`config.mk`:
```
export PLATFORM = sky130hd
export DESIGN_NAME = pll_divider_search
export DESIGN_NICKNAME = d
export VERILOG_FILES = /design/src/sv/pds_pkg.sv /design/src/sv/pds_div.sv /design/src/sv/pds_dpath.sv /design/src/sv/pds_ctrl.sv /design/src/sv/pll_divider_search.sv
export SDC_FILE = /design/constraint.sdc
export NUM_CORES = 2
export LEC_CHECK = 0
export BUFFER_PORTS_ARGS = -buffer_cell sky130_fd_sc_hd__buf_2
export CAP_MARGIN = 20
export CORE_MARGIN = 4
export CORE_UTILIZATION = 46
export DETAILED_ROUTE_END_ITERATION = 12
export SLEW_MARGIN = 40
export SYNTH_ARGS = -nofsm -noshare
export SYNTH_HDL_FRONTEND = slang
export SYNTH_SLANG_ARGS = --single-unit
```
`constraint.sdc`:
```
create_clock -name clock -period 9.55 [get_ports clock]
set_clock_uncertainty 0.2 [all_clocks]
set_input_delay 0.955 -clock clock [delete_from_list [all_inputs] [get_ports clock]]
set_output_delay 0.955 -clock clock [all_outputs]
set_load 0.005 [all_outputs]
```
`src/sv/pds_pkg.sv`:
```
// shared types, constants and helpers for the pll divider search
package pds_pkg;

   // divider search limits
   localparam logic [9:0]  REF_DIV_FLOOR  = 10'd2;
   localparam logic [9:0]  REF_DIV_CEIL   = 10'd1023;
   localparam logic [11:0] MIN_FB_DIV     = 12'd4;
   localparam logic [11:0] FB_DIV_LIMIT   = 12'd2048;
   localparam logic [7:0]  POST_DIV_FIRST = 8'd1;

   // arithmetic constants
   localparam logic [13:0] FREQ_SCALE   = 14'd10000;
   localparam logic [9:0]  KHZ_SCALE    = 10'd1000;
   localparam logic [31:0] ERR_WINDOW   = 32'd100;
   localparam logic [31:0] NO_FREQ      = 32'hffffffff;
   // ceil(2^45 / 10000), exact quotient by 10000 for any 32-bit value
   localparam logic [31:0] DOT_RECIP    = 32'hd1b71759;

   // divider operand widths
   localparam int NUM_W = 41;
   localparam int DEN_W = 17;
   localparam int IDX_W = 6;

   // top bit index of each division
   localparam logic [IDX_W-1:0] TOP_PIN = 6'd15;
   localparam logic [IDX_W-1:0] TOP_VCO = 6'd27;
   localparam logic [IDX_W-1:0] TOP_CUR = 6'd40;

   // configuration register indexes
   localparam logic [2:0] CSR_REF_CLOCK   = 3'd0;
   localparam logic [2:0] CSR_FIXED_REF   = 3'd1;
   localparam logic [2:0] CSR_PIN_MIN     = 3'd2;
   localparam logic [2:0] CSR_PIN_MAX     = 3'd3;
   localparam logic [2:0] CSR_VCO_MIN     = 3'd4;
   localparam logic [2:0] CSR_VCO_MAX     = 3'd5;
   localparam logic [2:0] CSR_PREF_VCO    = 3'd6;
   localparam logic [2:0] CSR_POST_MAX    = 3'd7;

   // option flag bits
   localparam int FLG_FIXED_REF = 0;
   localparam int FLG_NO_ODD    = 1;
   localparam int FLG_LEGACY    = 2;
   localparam int FLG_LOW_REF   = 3;
   localparam int FLG_HIGH_REF  = 4;
   localparam int FLG_LOW_FB    = 5;
   localparam int FLG_HIGH_FB   = 6;
   localparam int FLG_LOW_POST  = 7;
   localparam int FLG_HIGH_POST = 8;

   // what the shared divider is asked to compute
   typedef enum logic [2:0] {
      DIV_MID = 3'd0,
      DIV_RD  = 3'd1,
      DIV_VCO = 3'd2,
      DIV_CUR = 3'd3
   } div_sel_type;

   // controller to datapath commands
   typedef struct packed {
      logic        load;
      logic        div_start;
      div_sel_type div_sel;
      logic        rb_step;
      logic        post_init;
      logic        post_inc;
      logic        rd_init;
      logic        rd_inc;
      logic        fb_init;
      logic        vco_cap;
      logic        vco_step;
      logic        eval;
      logic        rsp_load;
   } pds_cmd_type;

   // datapath to controller status
   typedef struct packed {
      logic div_done;
      logic rb_more;
      logic pin_ok;
      logic post_ok;
      logic post_skip;
      logic rd_ok;
      logic rd_zero;
      logic fb_more;
      logic vco_ok;
      logic rsp_free;
   } pds_stat_type;

   // magnitude of a two's-complement word
   function automatic logic [31:0] mag32(input logic [31:0] x);
      mag32 = x[31] ? (32'd0 - x) : x;
   endfunction

   // post dividers left out of the legacy set
   function automatic logic legacy_skip(input logic [7:0] p);
      legacy_skip = (p == 8'd5) || (p == 8'd7) || (p == 8'd9) || (p == 8'd10) ||
                    (p == 8'd11) || (p == 8'd13) || (p == 8'd14) || (p == 8'd15);
   endfunction

endpackage

```
`src/sv/pds_div.sv`:
```
// restoring divider, one quotient bit per cycle
module pds_div
   import pds_pkg::*;
(
   input  logic             clock,
   input  logic             reset,
   input  logic             start,
   input  logic [NUM_W-1:0] num,
   input  logic [DEN_W-1:0] den,
   input  logic [IDX_W-1:0] top,
   output logic             busy,
   output logic             done,
   output logic [NUM_W-1:0] quot
);

   logic             busy_ff, busy_in;
   logic             done_ff, done_in;
   logic [IDX_W-1:0] idx_ff, idx_in;
   logic [NUM_W-1:0] num_ff, num_in;
   logic [NUM_W-1:0] q_ff, q_in;
   logic [DEN_W-1:0] den_ff, den_in;
   logic [DEN_W-1:0] rem_ff, rem_in;
   logic [DEN_W:0]   trial;

   // one shift-subtract step
   always_comb begin
      busy_in = busy_ff;
      done_in = 1'b0;
      idx_in  = idx_ff;
      num_in  = num_ff;
      q_in    = q_ff;
      den_in  = den_ff;
      rem_in  = rem_ff;
      trial   = {rem_ff, num_ff[idx_ff]};
      if (start) begin
         busy_in = 1'b1;
         idx_in  = top;
         num_in  = num;
         den_in  = den;
         q_in    = '0;
         rem_in  = '0;
      end else if (busy_ff) begin
         if (trial >= {1'b0, den_ff}) begin
            rem_in        = DEN_W'(trial - {1'b0, den_ff});
            q_in[idx_ff]  = 1'b1;
         end else begin
            rem_in = trial[DEN_W-1:0];
         end
         if (idx_ff == '0) begin
            busy_in = 1'b0;
            done_in = 1'b1;
         end else begin
            idx_in = idx_ff - 1'b1;
         end
      end
   end

   always_ff @(posedge clock) begin
      if (reset) begin
         busy_ff <= 1'b0;
         done_ff <= 1'b0;
      end else begin
         busy_ff <= busy_in;
         done_ff <= done_in;
      end
      idx_ff <= idx_in;
      num_ff <= num_in;
      q_ff   <= q_in;
      den_ff <= den_in;
      rem_ff <= rem_in;
   end

   assign busy = busy_ff;
   assign done = done_ff;
   assign quot = q_ff;

   a_no_restart : assert property (@(posedge clock) disable iff (reset)
      start |-> !busy_ff) else $error("divider started while busy");
   a_done_ends : assert property (@(posedge clock) disable iff (reset)
      done_ff |-> !busy_ff) else $error("divider done while still busy");
   a_rem_small : assert property (@(posedge clock) disable iff (reset)
      (busy_ff && !start && den_ff != '0) |=> rem_ff < den_ff)
      else $error("divider remainder out of range");

endmodule

```
`src/sv/pds_dpath.sv`:
```
// search datapath: config registers, loop counters, best candidate, divider
module pds_dpath
   import pds_pkg::*;
(
   input  logic         clock,
   input  logic         reset,
   input  pds_cmd_type  cmd,
   output pds_stat_type stat,
   input  logic         csr_wr_en,
   input  logic [2:0]   csr_index,
   input  logic [31:0]  csr_wr_data,
   input  logic [31:0]  req_tdata,
   output logic         rsp_tvalid,
   input  logic         rsp_tready,
   output logic [47:0]  rsp_tdata
);

   // configuration registers
   logic [15:0] ref_clock_ff;
   logic [9:0]  fixed_ref_ff;
   logic [15:0] pin_min_ff;
   logic [15:0] pin_max_ff;
   logic [31:0] vco_min_ff;
   logic [31:0] vco_max_ff;
   logic [31:0] pref_vco_ff;
   logic [6:0]  post_max_ff;

   always_ff @(posedge clock) begin
      if (reset) begin
         ref_clock_ff <= 16'd2700;
         fixed_ref_ff <= 10'd12;
         pin_min_ff   <= 16'd0;
         pin_max_ff   <= 16'hffff;
         vco_min_ff   <= 32'd0;
         vco_max_ff   <= 32'hffffffff;
         pref_vco_ff  <= 32'd0;
         post_max_ff  <= 7'd127;
      end else if (csr_wr_en) begin
         case (csr_index)
            CSR_REF_CLOCK: ref_clock_ff <= csr_wr_data[15:0];
            CSR_FIXED_REF: fixed_ref_ff <= csr_wr_data[9:0];
            CSR_PIN_MIN:   pin_min_ff   <= csr_wr_data[15:0];
            CSR_PIN_MAX:   pin_max_ff   <= csr_wr_data[15:0];
            CSR_VCO_MIN:   vco_min_ff   <= csr_wr_data;
            CSR_VCO_MAX:   vco_max_ff   <= csr_wr_data;
            CSR_PREF_VCO:  pref_vco_ff  <= csr_wr_data;
            CSR_POST_MAX:  post_max_ff  <= csr_wr_data[6:0];
            default: ;
         endcase
      end
   end

   // request and search registers
   logic [32:0] target_ff;
   logic [8:0]  flags_ff;
   logic [9:0]  rlo_ff, rhi_ff;
   logic [7:0]  post_ff;
   logic [10:0] rd_ff;
   logic [11:0] flo_ff, fhi_ff;
   logic [31:0] vco_ff;
   logic [29:0] rc10k_ff;
   logic [16:0] rp_ff;
   logic        found_ff;
   logic [6:0]  b_post_ff;
   logic [9:0]  b_ref_ff;
   logic [10:0] b_fb_ff;
   logic [31:0] b_freq_ff, b_err_ff, b_vd_ff;
   logic [18:0] dot_ff;
   logic        rsp_valid_ff;
   logic [47:0] rsp_data_ff;

   // divider hookup
   logic             div_busy, div_done;
   logic [NUM_W-1:0] quot;
   logic [NUM_W-1:0] div_num;
   logic [DEN_W-1:0] div_den;
   logic [IDX_W-1:0] div_top;

   logic [10:0] mid_sum;
   logic [9:0]  mid;
   logic [12:0] fb_sum;
   logic [10:0] fb;
   logic [15:0] pin;
   logic [31:0] cur, err, vd;
   logic        better, exact, prefer, take;
   logic [31:0] fin_freq;
   logic [63:0] dot_prod;

   assign mid_sum = {1'b0, rlo_ff} + {1'b0, rhi_ff};
   assign mid     = mid_sum[10:1];
   assign fb_sum  = {1'b0, flo_ff} + {1'b0, fhi_ff};
   assign fb      = fb_sum[11:1];
   assign pin     = quot[15:0];
   assign cur     = quot[31:0];

   // final scaling to 10 kHz units by reciprocal multiply
   assign fin_freq = found_ff ? b_freq_ff : NO_FREQ;
   assign dot_prod = fin_freq * DOT_RECIP;

   // operand selection for the shared divider
   always_comb begin
      case (cmd.div_sel)
         DIV_MID: begin
            div_num = NUM_W'(ref_clock_ff);
            div_den = DEN_W'(mid);
            div_top = TOP_PIN;
         end
         DIV_RD: begin
            div_num = NUM_W'(ref_clock_ff);
            div_den = DEN_W'(rd_ff[9:0]);
            div_top = TOP_PIN;
         end
         DIV_VCO: begin
            div_num = NUM_W'(ref_clock_ff * fb) + NUM_W'(rd_ff[9:1]);
            div_den = DEN_W'(rd_ff[9:0]);
            div_top = TOP_VCO;
         end
         DIV_CUR: begin
            div_num = NUM_W'(rc10k_ff * fb) + NUM_W'(rp_ff[16:1]);
            div_den = rp_ff;
            div_top = TOP_CUR;
         end
         default: begin
            div_num = '0;
            div_den = '1;
            div_top = TOP_PIN;
         end
      endcase
   end

   pds_div u_div (
      .clock (clock),
      .reset (reset),
      .start (cmd.div_start),
      .num   (div_num),
      .den   (div_den),
      .top   (div_top),
      .busy  (div_busy),
      .done  (div_done),
      .quot  (quot)
   );

   // candidate ranking
   always_comb begin
      err    = mag32(cur - target_ff[31:0]);
      vd     = mag32(vco_ff - pref_vco_ff);
      better = (pref_vco_ff == 32'd0) ? (err < b_err_ff) :
               ((err < (b_err_ff - ERR_WINDOW)) ||
                ((mag32(err - b_err_ff) < ERR_WINDOW) && (vd < b_vd_ff)));
      exact  = ({1'b0, cur} == target_ff);
      prefer = (flags_ff[FLG_LOW_REF]   && (rd_ff[9:0] < b_ref_ff)) ||
               (flags_ff[FLG_HIGH_REF]  && (rd_ff[9:0] > b_ref_ff)) ||
               (flags_ff[FLG_LOW_FB]    && (fb < b_fb_ff)) ||
               (flags_ff[FLG_HIGH_FB]   && (fb > b_fb_ff)) ||
               (flags_ff[FLG_LOW_POST]  && (post_ff[6:0] < b_post_ff)) ||
               (flags_ff[FLG_HIGH_POST] && (post_ff[6:0] > b_post_ff));
      take   = better || (exact && (!found_ff || prefer));
   end

   // derived products, held in registers ahead of the divider and the result
   always_ff @(posedge clock) begin
      rc10k_ff <= 30'(ref_clock_ff * FREQ_SCALE);
      rp_ff    <= 17'(rd_ff[9:0] * post_ff[6:0]);
      dot_ff   <= dot_prod[63:45];
   end

   // search loop registers
   always_ff @(posedge clock) begin
      if (reset) begin
         found_ff     <= 1'b0;
         rsp_valid_ff <= 1'b0;
      end else begin
         if (cmd.load)
            found_ff <= 1'b0;
         else if (cmd.eval && take)
            found_ff <= 1'b1;
         if (cmd.rsp_load)
            rsp_valid_ff <= 1'b1;
         else if (rsp_tready)
            rsp_valid_ff <= 1'b0;
      end
      if (cmd.load) begin
         target_ff <= 33'(req_tdata[22:0] * KHZ_SCALE);
         flags_ff  <= req_tdata[31:23];
         rlo_ff    <= req_tdata[23 + FLG_FIXED_REF] ? fixed_ref_ff : REF_DIV_FLOOR;
         rhi_ff    <= req_tdata[23 + FLG_FIXED_REF] ? fixed_ref_ff : REF_DIV_CEIL;
         b_post_ff <= 7'd1;
         b_ref_ff  <= 10'd1;
         b_fb_ff   <= 11'd1;
         b_freq_ff <= NO_FREQ;
         b_err_ff  <= NO_FREQ;
         b_vd_ff   <= 32'd1;
      end
      if (cmd.rb_step) begin
         if (pin < pin_min_ff)
            rhi_ff <= mid;
         else
            rlo_ff <= mid;
      end
      if (cmd.post_init)
         post_ff <= POST_DIV_FIRST;
      else if (cmd.post_inc)
         post_ff <= post_ff + 8'd1;
      if (cmd.rd_init)
         rd_ff <= {1'b0, rlo_ff};
      else if (cmd.rd_inc)
         rd_ff <= rd_ff + 11'd1;
      if (cmd.vco_cap)
         vco_ff <= quot[31:0];
      if (cmd.fb_init) begin
         flo_ff <= MIN_FB_DIV;
         fhi_ff <= FB_DIV_LIMIT;
      end else if (cmd.vco_step) begin
         if (vco_ff < vco_min_ff)
            flo_ff <= {1'b0, fb} + 12'd1;
         else
            fhi_ff <= {1'b0, fb};
      end else if (cmd.eval) begin
         if ({1'b0, cur} < target_ff)
            flo_ff <= {1'b0, fb} + 12'd1;
         else
            fhi_ff <= {1'b0, fb};
      end
      if (cmd.eval && take) begin
         b_post_ff <= post_ff[6:0];
         b_ref_ff  <= rd_ff[9:0];
         b_fb_ff   <= fb;
         b_freq_ff <= cur;
         b_err_ff  <= err;
         b_vd_ff   <= vd;
      end
      if (cmd.rsp_load)
         rsp_data_ff <= {1'b0, b_post_ff, b_ref_ff, b_fb_ff, dot_ff};
   end

   // status back to the controller
   always_comb begin
      stat.div_done  = div_done;
      stat.rb_more   = !flags_ff[FLG_FIXED_REF] &&
                       (({1'b0, rlo_ff} + 11'd1) < {1'b0, rhi_ff});
      stat.pin_ok    = (pin >= pin_min_ff) && (pin <= pin_max_ff);
      stat.post_ok   = post_ff <= {1'b0, post_max_ff};
      stat.post_skip = (flags_ff[FLG_NO_ODD] && post_ff[0]) ||
                       (flags_ff[FLG_LEGACY] && legacy_skip(post_ff));
      stat.rd_ok     = rd_ff <= {1'b0, rhi_ff};
      stat.rd_zero   = rd_ff == 11'd0;
      stat.fb_more   = flo_ff < fhi_ff;
      stat.vco_ok    = (vco_ff >= vco_min_ff) && (vco_ff <= vco_max_ff);
      stat.rsp_free  = !rsp_valid_ff || rsp_tready;
   end

   assign rsp_tvalid = rsp_valid_ff;
   assign rsp_tdata  = rsp_data_ff;

   a_no_overwrite : assert property (@(posedge clock) disable iff (reset)
      cmd.rsp_load |-> (!rsp_valid_ff || rsp_tready))
      else $error("result overwritten before it was taken");
   a_found_sticks : assert property (@(posedge clock) disable iff (reset)
      (cmd.eval && take) |=> found_ff) else $error("take did not mark found");
   a_start_idle : assert property (@(posedge clock) disable iff (reset)
      cmd.div_start |-> !div_busy) else $error("division issued while busy");

endmodule

```
`src/sv/pds_ctrl.sv`:
```
// search sequencer: walks the bisection and divider loops
module pds_ctrl
   import pds_pkg::*;
(
   input  logic         clock,
   input  logic         reset,
   input  logic         req_tvalid,
   output logic         req_tready,
   input  pds_stat_type stat,
   output pds_cmd_type  cmd
);

   typedef enum logic [11:0] {
      ST_IDLE     = 12'b0000_0000_0001,
      ST_RB_CHK   = 12'b0000_0000_0010,
      ST_RB_WAIT  = 12'b0000_0000_0100,
      ST_POST_CHK = 12'b0000_0000_1000,
      ST_RD_CHK   = 12'b0000_0001_0000,
      ST_PIN_WAIT = 12'b0000_0010_0000,
      ST_FB_CHK   = 12'b0000_0100_0000,
      ST_VCO_WAIT = 12'b0000_1000_0000,
      ST_VCO_CHK  = 12'b0001_0000_0000,
      ST_CUR_WAIT = 12'b0010_0000_0000,
      ST_FIN_WAIT = 12'b0100_0000_0000,
      ST_RSP_PUT  = 12'b1000_0000_0000
   } state_type;

   state_type state_ff, state_in;

   // next state and commands
   always_comb begin
      state_in    = state_ff;
      cmd         = '0;
      cmd.div_sel = DIV_MID;
      case (state_ff)
         ST_IDLE: begin
            if (req_tvalid) begin
               cmd.load = 1'b1;
               state_in = ST_RB_CHK;
            end
         end
         ST_RB_CHK: begin
            if (stat.rb_more) begin
               cmd.div_start = 1'b1;
               cmd.div_sel   = DIV_MID;
               state_in      = ST_RB_WAIT;
            end else begin
               cmd.post_init = 1'b1;
               state_in      = ST_POST_CHK;
            end
         end
         ST_RB_WAIT: begin
            if (stat.div_done) begin
               if (stat.pin_ok) begin
                  cmd.post_init = 1'b1;
                  state_in      = ST_POST_CHK;
               end else begin
                  cmd.rb_step = 1'b1;
                  state_in    = ST_RB_CHK;
               end
            end
         end
         ST_POST_CHK: begin
            if (!stat.post_ok) begin
               state_in = ST_FIN_WAIT;
            end else if (stat.post_skip) begin
               cmd.post_inc = 1'b1;
            end else begin
               cmd.rd_init = 1'b1;
               state_in    = ST_RD_CHK;
            end
         end
         ST_RD_CHK: begin
            if (!stat.rd_ok) begin
               cmd.post_inc = 1'b1;
               state_in     = ST_POST_CHK;
            end else if (stat.rd_zero) begin
               cmd.rd_inc = 1'b1;
            end else begin
               cmd.div_start = 1'b1;
               cmd.div_sel   = DIV_RD;
               state_in      = ST_PIN_WAIT;
            end
         end
         ST_PIN_WAIT: begin
            if (stat.div_done) begin
               if (stat.pin_ok) begin
                  cmd.fb_init = 1'b1;
                  state_in    = ST_FB_CHK;
               end else begin
                  cmd.rd_inc = 1'b1;
                  state_in   = ST_RD_CHK;
               end
            end
         end
         ST_FB_CHK: begin
            if (stat.fb_more) begin
               cmd.div_start = 1'b1;
               cmd.div_sel   = DIV_VCO;
               state_in      = ST_VCO_WAIT;
            end else begin
               cmd.rd_inc = 1'b1;
               state_in   = ST_RD_CHK;
            end
         end
         ST_VCO_WAIT: begin
            if (stat.div_done) begin
               cmd.vco_cap = 1'b1;
               state_in    = ST_VCO_CHK;
            end
         end
         ST_VCO_CHK: begin
            if (stat.vco_ok) begin
               cmd.div_start = 1'b1;
               cmd.div_sel   = DIV_CUR;
               state_in      = ST_CUR_WAIT;
            end else begin
               cmd.vco_step = 1'b1;
               state_in     = ST_FB_CHK;
            end
         end
         ST_CUR_WAIT: begin
            cmd.div_sel = DIV_CUR;
            if (stat.div_done) begin
               cmd.eval = 1'b1;
               state_in = ST_FB_CHK;
            end
         end
         // waits for the registered scaling of the best clock
         ST_FIN_WAIT: begin
            state_in = ST_RSP_PUT;
         end
         ST_RSP_PUT: begin
            if (stat.rsp_free) begin
               cmd.rsp_load = 1'b1;
               state_in     = ST_IDLE;
            end
         end
         default: state_in = ST_IDLE;
      endcase
   end

   always_ff @(posedge clock) begin
      if (reset)
         state_ff <= ST_IDLE;
      else
         state_ff <= state_in;
   end

   assign req_tready = (state_ff == ST_IDLE);

   a_load_leaves_idle : assert property (@(posedge clock) disable iff (reset)
      cmd.load |=> state_ff == ST_RB_CHK) else $error("load did not start search");
   a_rsp_from_put : assert property (@(posedge clock) disable iff (reset)
      cmd.rsp_load |=> state_ff == ST_IDLE) else $error("result load out of place");
   a_eval_after_cur : assert property (@(posedge clock) disable iff (reset)
      cmd.eval |-> (state_ff == ST_CUR_WAIT && stat.div_done))
      else $error("evaluation without a finished clock division");

endmodule

```
`src/sv/pll_divider_search.sv`:
```
// pll divider search top level: sequencer plus search datapath
//
// Usage: one request beat on req_ (target clock in kHz and option flags)
// starts a search for the post, reference and feedback dividers that come
// closest to the target. One result beat on rsp_ carries the achieved clock
// in 10 kHz units and the three dividers (1/1/1 and 429496 if none fits).
// Config registers are written on csr_ by the user only while no search
// is running; the block itself does not enforce this. Reference input,
// VCO and candidate clock divisions share one restoring divider at one
// quotient bit per cycle. A search bisects the reference range, then tries
// each reference divider in turn and bisects the feedback divider for it
// (up to 11 steps per post/reference pair; a step whose VCO is out of range
// skips the candidate clock division). The final scaling to 10 kHz units
// is a reciprocal multiply.
// One request is searched at a time; req_tready is high only when idle.
// The result sits in an output register, so a new request is taken while
// the last result waits; a stalled receiver holds the next result back.
// Reset loads the documented config defaults and empties the result slot.
module pll_divider_search
   import pds_pkg::*;
(
   input  logic        clock,
   input  logic        reset,
   // request: target_freq[22:0], option_flags[31:23]
   input  logic        req_tvalid,
   output logic        req_tready,
   input  logic [31:0] req_tdata,
   // result: dot_clock[18:0], feedback_divider[29:19], reference_divider[39:30],
   // post_divider[46:40], zero fill[47]
   output logic        rsp_tvalid,
   input  logic        rsp_tready,
   output logic [47:0] rsp_tdata,
   // configuration writes
   input  logic        csr_wr_en,
   input  logic [2:0]  csr_index,
   input  logic [31:0] csr_wr_data
);

   pds_cmd_type  cmd;
   pds_stat_type stat;

   pds_ctrl u_ctrl (
      .clock      (clock),
      .reset      (reset),
      .req_tvalid (req_tvalid),
      .req_tready (req_tready),
      .stat       (stat),
      .cmd        (cmd)
   );

   pds_dpath u_dpath (
      .clock       (clock),
      .reset       (reset),
      .cmd         (cmd),
      .stat        (stat),
      .csr_wr_en   (csr_wr_en),
      .csr_index   (csr_index),
      .csr_wr_data (csr_wr_data),
      .req_tdata   (req_tdata),
      .rsp_tvalid  (rsp_tvalid),
      .rsp_tready  (rsp_tready),
      .rsp_tdata   (rsp_tdata)
   );

endmodule
```
==> impl_metrics.yaml <==
status:
  status: "finished clean"
min_path:
  min_path_cells: 0
  holdCritPathClass: "flip-flop to flip-flop"
  hold_path_startpoint: "u_dpath.dot_ff[3]"
grt:
  gr-usage-all-layers_pct: 25.4
  grt_pass1_vias: 62100
  grt_overflow_total: 0
  grt_max_degree: 108
  grt_first_pass_wirelength_um: 358000
  antenna_found_initial: 18
power:
  power_density_nw_per_um2: 156
  pwr-share-clk_pct: 24.0
  pwr-share-comb_pct: 47.6
  p_sw_share_pct: 41.6
  ir_worst_vdd_v: 0.000131
  seqPwrFrac_pct: 28.5
  power.leakage_nw: 41.6
  p_switching_mw: 5.64
  internal_power_mw: 7.93
detailed_routing:
  vias: 60500
  drt-total-wl_um: 229000
  vias_per_cell: 5.41
  route.detailed.drc: 0
  wire_per_inst_um: 20.5
  ant_nets: 0
  first_pass_iters: 8
  drtIter0Drc: 4131
finish:
  area_growth_syn_to_layout_pct: 8.90
  layout_commonest_cell: "inv_1"
  nFillCells: 16100
  num-nets-final: 10900
  seq_area_um2: 16300
  drive_gt1_share_pct: 6.20
  multi_input_area_um2: 56700
  layout_common_cells: "inv_1 (1726), ha_1 (1069), fa_1 (961), nand2_1 (846), a21oi_1 (410)"
synth:
  synth_nets: 10800
  ys_top_cells_by_area: "fa_1 (24%), ha_1 (17%), edfxtp_1 (12%)"
  yosysSeqAreaShare_pct: 20.4
  synth_area_um2: 80000
  yosysUniqueCellTypes: 99
  yosys.area.top_type: "fa_1"
  yosysWarnings: 0
  synth-seq-cells: 656
  synth-edff-count: 315
  synth_ff_type: "dfxtp_1"
  synth-async-reset-ratio_pct: 0
  synth_cells: 8684
  netlist.area_leader.share_pct: 24.0
  syn_area_per_cell_um2: 9.22
sta:
  rsz0062_at_grt: "true"
  fin_crit_sh_pct: 95.1
  relSlewSlack_pct: 38.8
  worst_slack_ns: 0.470
  setup_violations: 0
  tns_ns: 0
  finalMaxSlewViolations: 0
  period_needed_ns: 9.08
  worstMarginPinSlew_ns: 0.913
  hold_viol_final: 0
  fmax_mhz: 110
clock_network:
  h-tree-depth: 3
  clkLatencyLatePin_ns: 0.70
  cts_buffers: 81
  cts_hold_buf: 0
  root_buffer: "clkbuf_16"
  clock_path_buffers: 3
  cts_tree: "built"
  clk_pin_slew_worst_paths_ns: 0.06
  cts_sinks: 656
setup_path:
  r2r-start: "u_dpath.fhi_ff[0]"
  start_kind: "flip-flop"
  cp-startpoint: "u_dpath.fhi_ff[0]"
  timing.critical_path.mode_cell: "fa_1"
  slowest_delay_ns: 0.54
  end_kind: "flip-flop"
  criticalPathCategory: "flip-flop to flip-flop"
  rr_worst_depth: 37
  slowest_stage: "fa_1"
  crit_fanout: 6
  cp.arrival_ns: 9.32
  cp.required_ns: 9.79
placement:
  dp_hpwl_um: 185000
  place_congestion: 0.948
  pre_cts_slack_ns: -0.0371
  io_buffers: 120
die:
  num_rows: 152
  fp.dieArea_um2: 181000
  core-area_um2: 172000
  die_x_um: 425
  die_y_um: 425
  initial_core_util_pct: 46.4
  io_pins: 122
job:
  maxCapViolations: 0
==> stage by stage <==
stage	cells	hold slack, ns	instance area, um^2	total power [mW]	utilization, %
after floorplan	8684	0.186	80000	8.56	-
after global placement	11000	0.190	83900	10.2	48.7
after detailed placement	11000	0.191	84000	10.3	48.7
after CTS	11200	0.182	86800	13.6	50.4
after global routing	11200	0.207	87100	14.6	50.6
final	11200	0.209	87100	13.6	50.6
==> synth_stat cells (9+ instances only) <==
| cell | count |
|---|---|
| clkbuf_1 | 232 |
| or4_1 | 9 |
| and3_1 | 46 |
| nand4_1 | 87 |
| a211o_1 | 23 |
| o211ai_1 | 20 |
| nand2_1 | 847 |
| mux2i_1 | 55 |
| inv_1 | 1728 |
| a21o_1 | 147 |
| edfxtp_1 | 315 |
| or2_2 | 17 |
| nor4_1 | 36 |
| nor3_1 | 105 |
| dfxtp_1 | 341 |
| a31oi_1 | 41 |
| a222oi_1 | 12 |
| a32o_1 | 23 |
| buf_1 | 13 |
| nor2b_1 | 99 |
| nor2_1 | 367 |
| o2111ai_1 | 10 |
| ha_1 | 1072 |
| fa_1 | 961 |
| or2_1 | 59 |
| or3_1 | 21 |
| a21oi_1 | 420 |
| o31ai_1 | 28 |
| o21bai_1 | 62 |
| buf_2 | 11 |
| o31a_1 | 15 |
| o21a_1 | 83 |
| xnor2_1 | 286 |
| nand2b_1 | 90 |
| nand3_1 | 107 |
| xor2_1 | 100 |
| nor3b_1 | 18 |
| o21ai_0 | 228 |
| a211oi_1 | 55 |
| nand3b_1 | 79 |
| a31o_2 | 9 |
| a2111oi_0 | 13 |
| and2_1 | 203 |
| a22oi_1 | 27 |
==> cell families (layout without fill, tap and decap cells) <==
kind of cell / after synthesis / after routing / synth area share, %
buffers and inverters: 2001 / 2165 / 9.45
muxes: 58 / 58 / 0.744
DFF: 656 / 656 / 20.4
AOI/OAI and AO/OA: 1312 / 1312 / 10.7
other: 1 / 15 / 0.00469
xor gates and xnor gates: 386 / 388 / 4.22
and+or+nand+nor: 2237 / 2237 / 13.8
adders and majority gates: 2033 / 2033 / 40.8
==> what timing repair did <==
| item | in CTS | in global routing |
|---|---|---|
| gates cloned | 0 | 2 |
| setup buffers | 0 | 5 |
| setup endpoints to repair | 3 | 265 |
| endpoints found under the hold margin | 0 | 0 |
| pin swaps | 0 | 8 |
| gates resized for setup | 1 | 47 |
==> flip-flops by register name (all words and copies together), names as in the netlist, 26 cells and up <==
name	flops
u_dpath.target_ff	30
u_dpath.vco_min_ff	32
u_dpath.b_err_ff	31
u_dpath.b_freq_ff	32
u_dpath.rc10k_ff	26
u_dpath.b_vd_ff	32
u_dpath.rsp_tdata	47
u_dpath.vco_max_ff	32
u_dpath.u_div.num_ff	41
u_dpath.pref_vco_ff	32
u_dpath.vco_ff	32
u_dpath.u_div.quot	32
==> worst paths after layout <==
| check | endpoint | slack [ns] |
|---|---|---|
| setup / recovery | u_dpath.u_div.num_ff[39] | 0.47 |
| hold / removal | u_dpath.rsp_tdata[3] | 0.21 |
| setup reg to reg | u_dpath.u_div.num_ff[39] | 0.47 |
| hold reg to reg | u_dpath.rsp_tdata[3] | 0.21 |
==> critical path, delay by kind of cell, from the launching register on <==
kind | cells | cell delay (ns)
adder cells (fa/ha/maj) | 7 | 3.30
XOR/XNOR | 3 | 0.63
buffers and inverters | 4 | 0.43
AO/OA/AOI/OAI | 13 | 2.54
AND/OR/NAND/NOR | 10 | 1.46
flip-flops | 1 | 0.31
==> final cells by class <==
| class | instances | share of cell area [%] |
|---|---|---|
| inverters | 1734 | 7.47 |
| well taps | 2310 | 3.32 |
| clock buffers | 105 | 2.68 |
| multi-input cells | 6029 | 65.0 |
| diodes | 14 | 0.0402 |
| clock inverters | 45 | 0.573 |
| flip-flops and latches | 656 | 18.7 |
| repair buffers | 281 | 2.21 |
==> power groups by stage <==
stage / Clock [mW] / Sequential [mW] / Combinational [mW]
finish: 3.25 / 3.86 / 6.46
global route: 3.43 / 3.89 / 7.29
CTS: 3.32 / 3.86 / 6.45
detailed placement: 0 / 3.91 / 6.40
global placement: 0 / 3.91 / 6.28
floorplan: 0 / 3.66 / 4.89
==> layer usage <==
layer  global-route usage, %  wire length [um]  vias to the layer above
li1                        -                 -                    28500
met5                       0                27                        -
met4                    11.0             11400                        4
met2                    42.5            109000                     1607
met1                    33.3             96700                    30000
met3                    2.88             11700                      438
No activity file was read; power rests on OpenSTA's default activity.
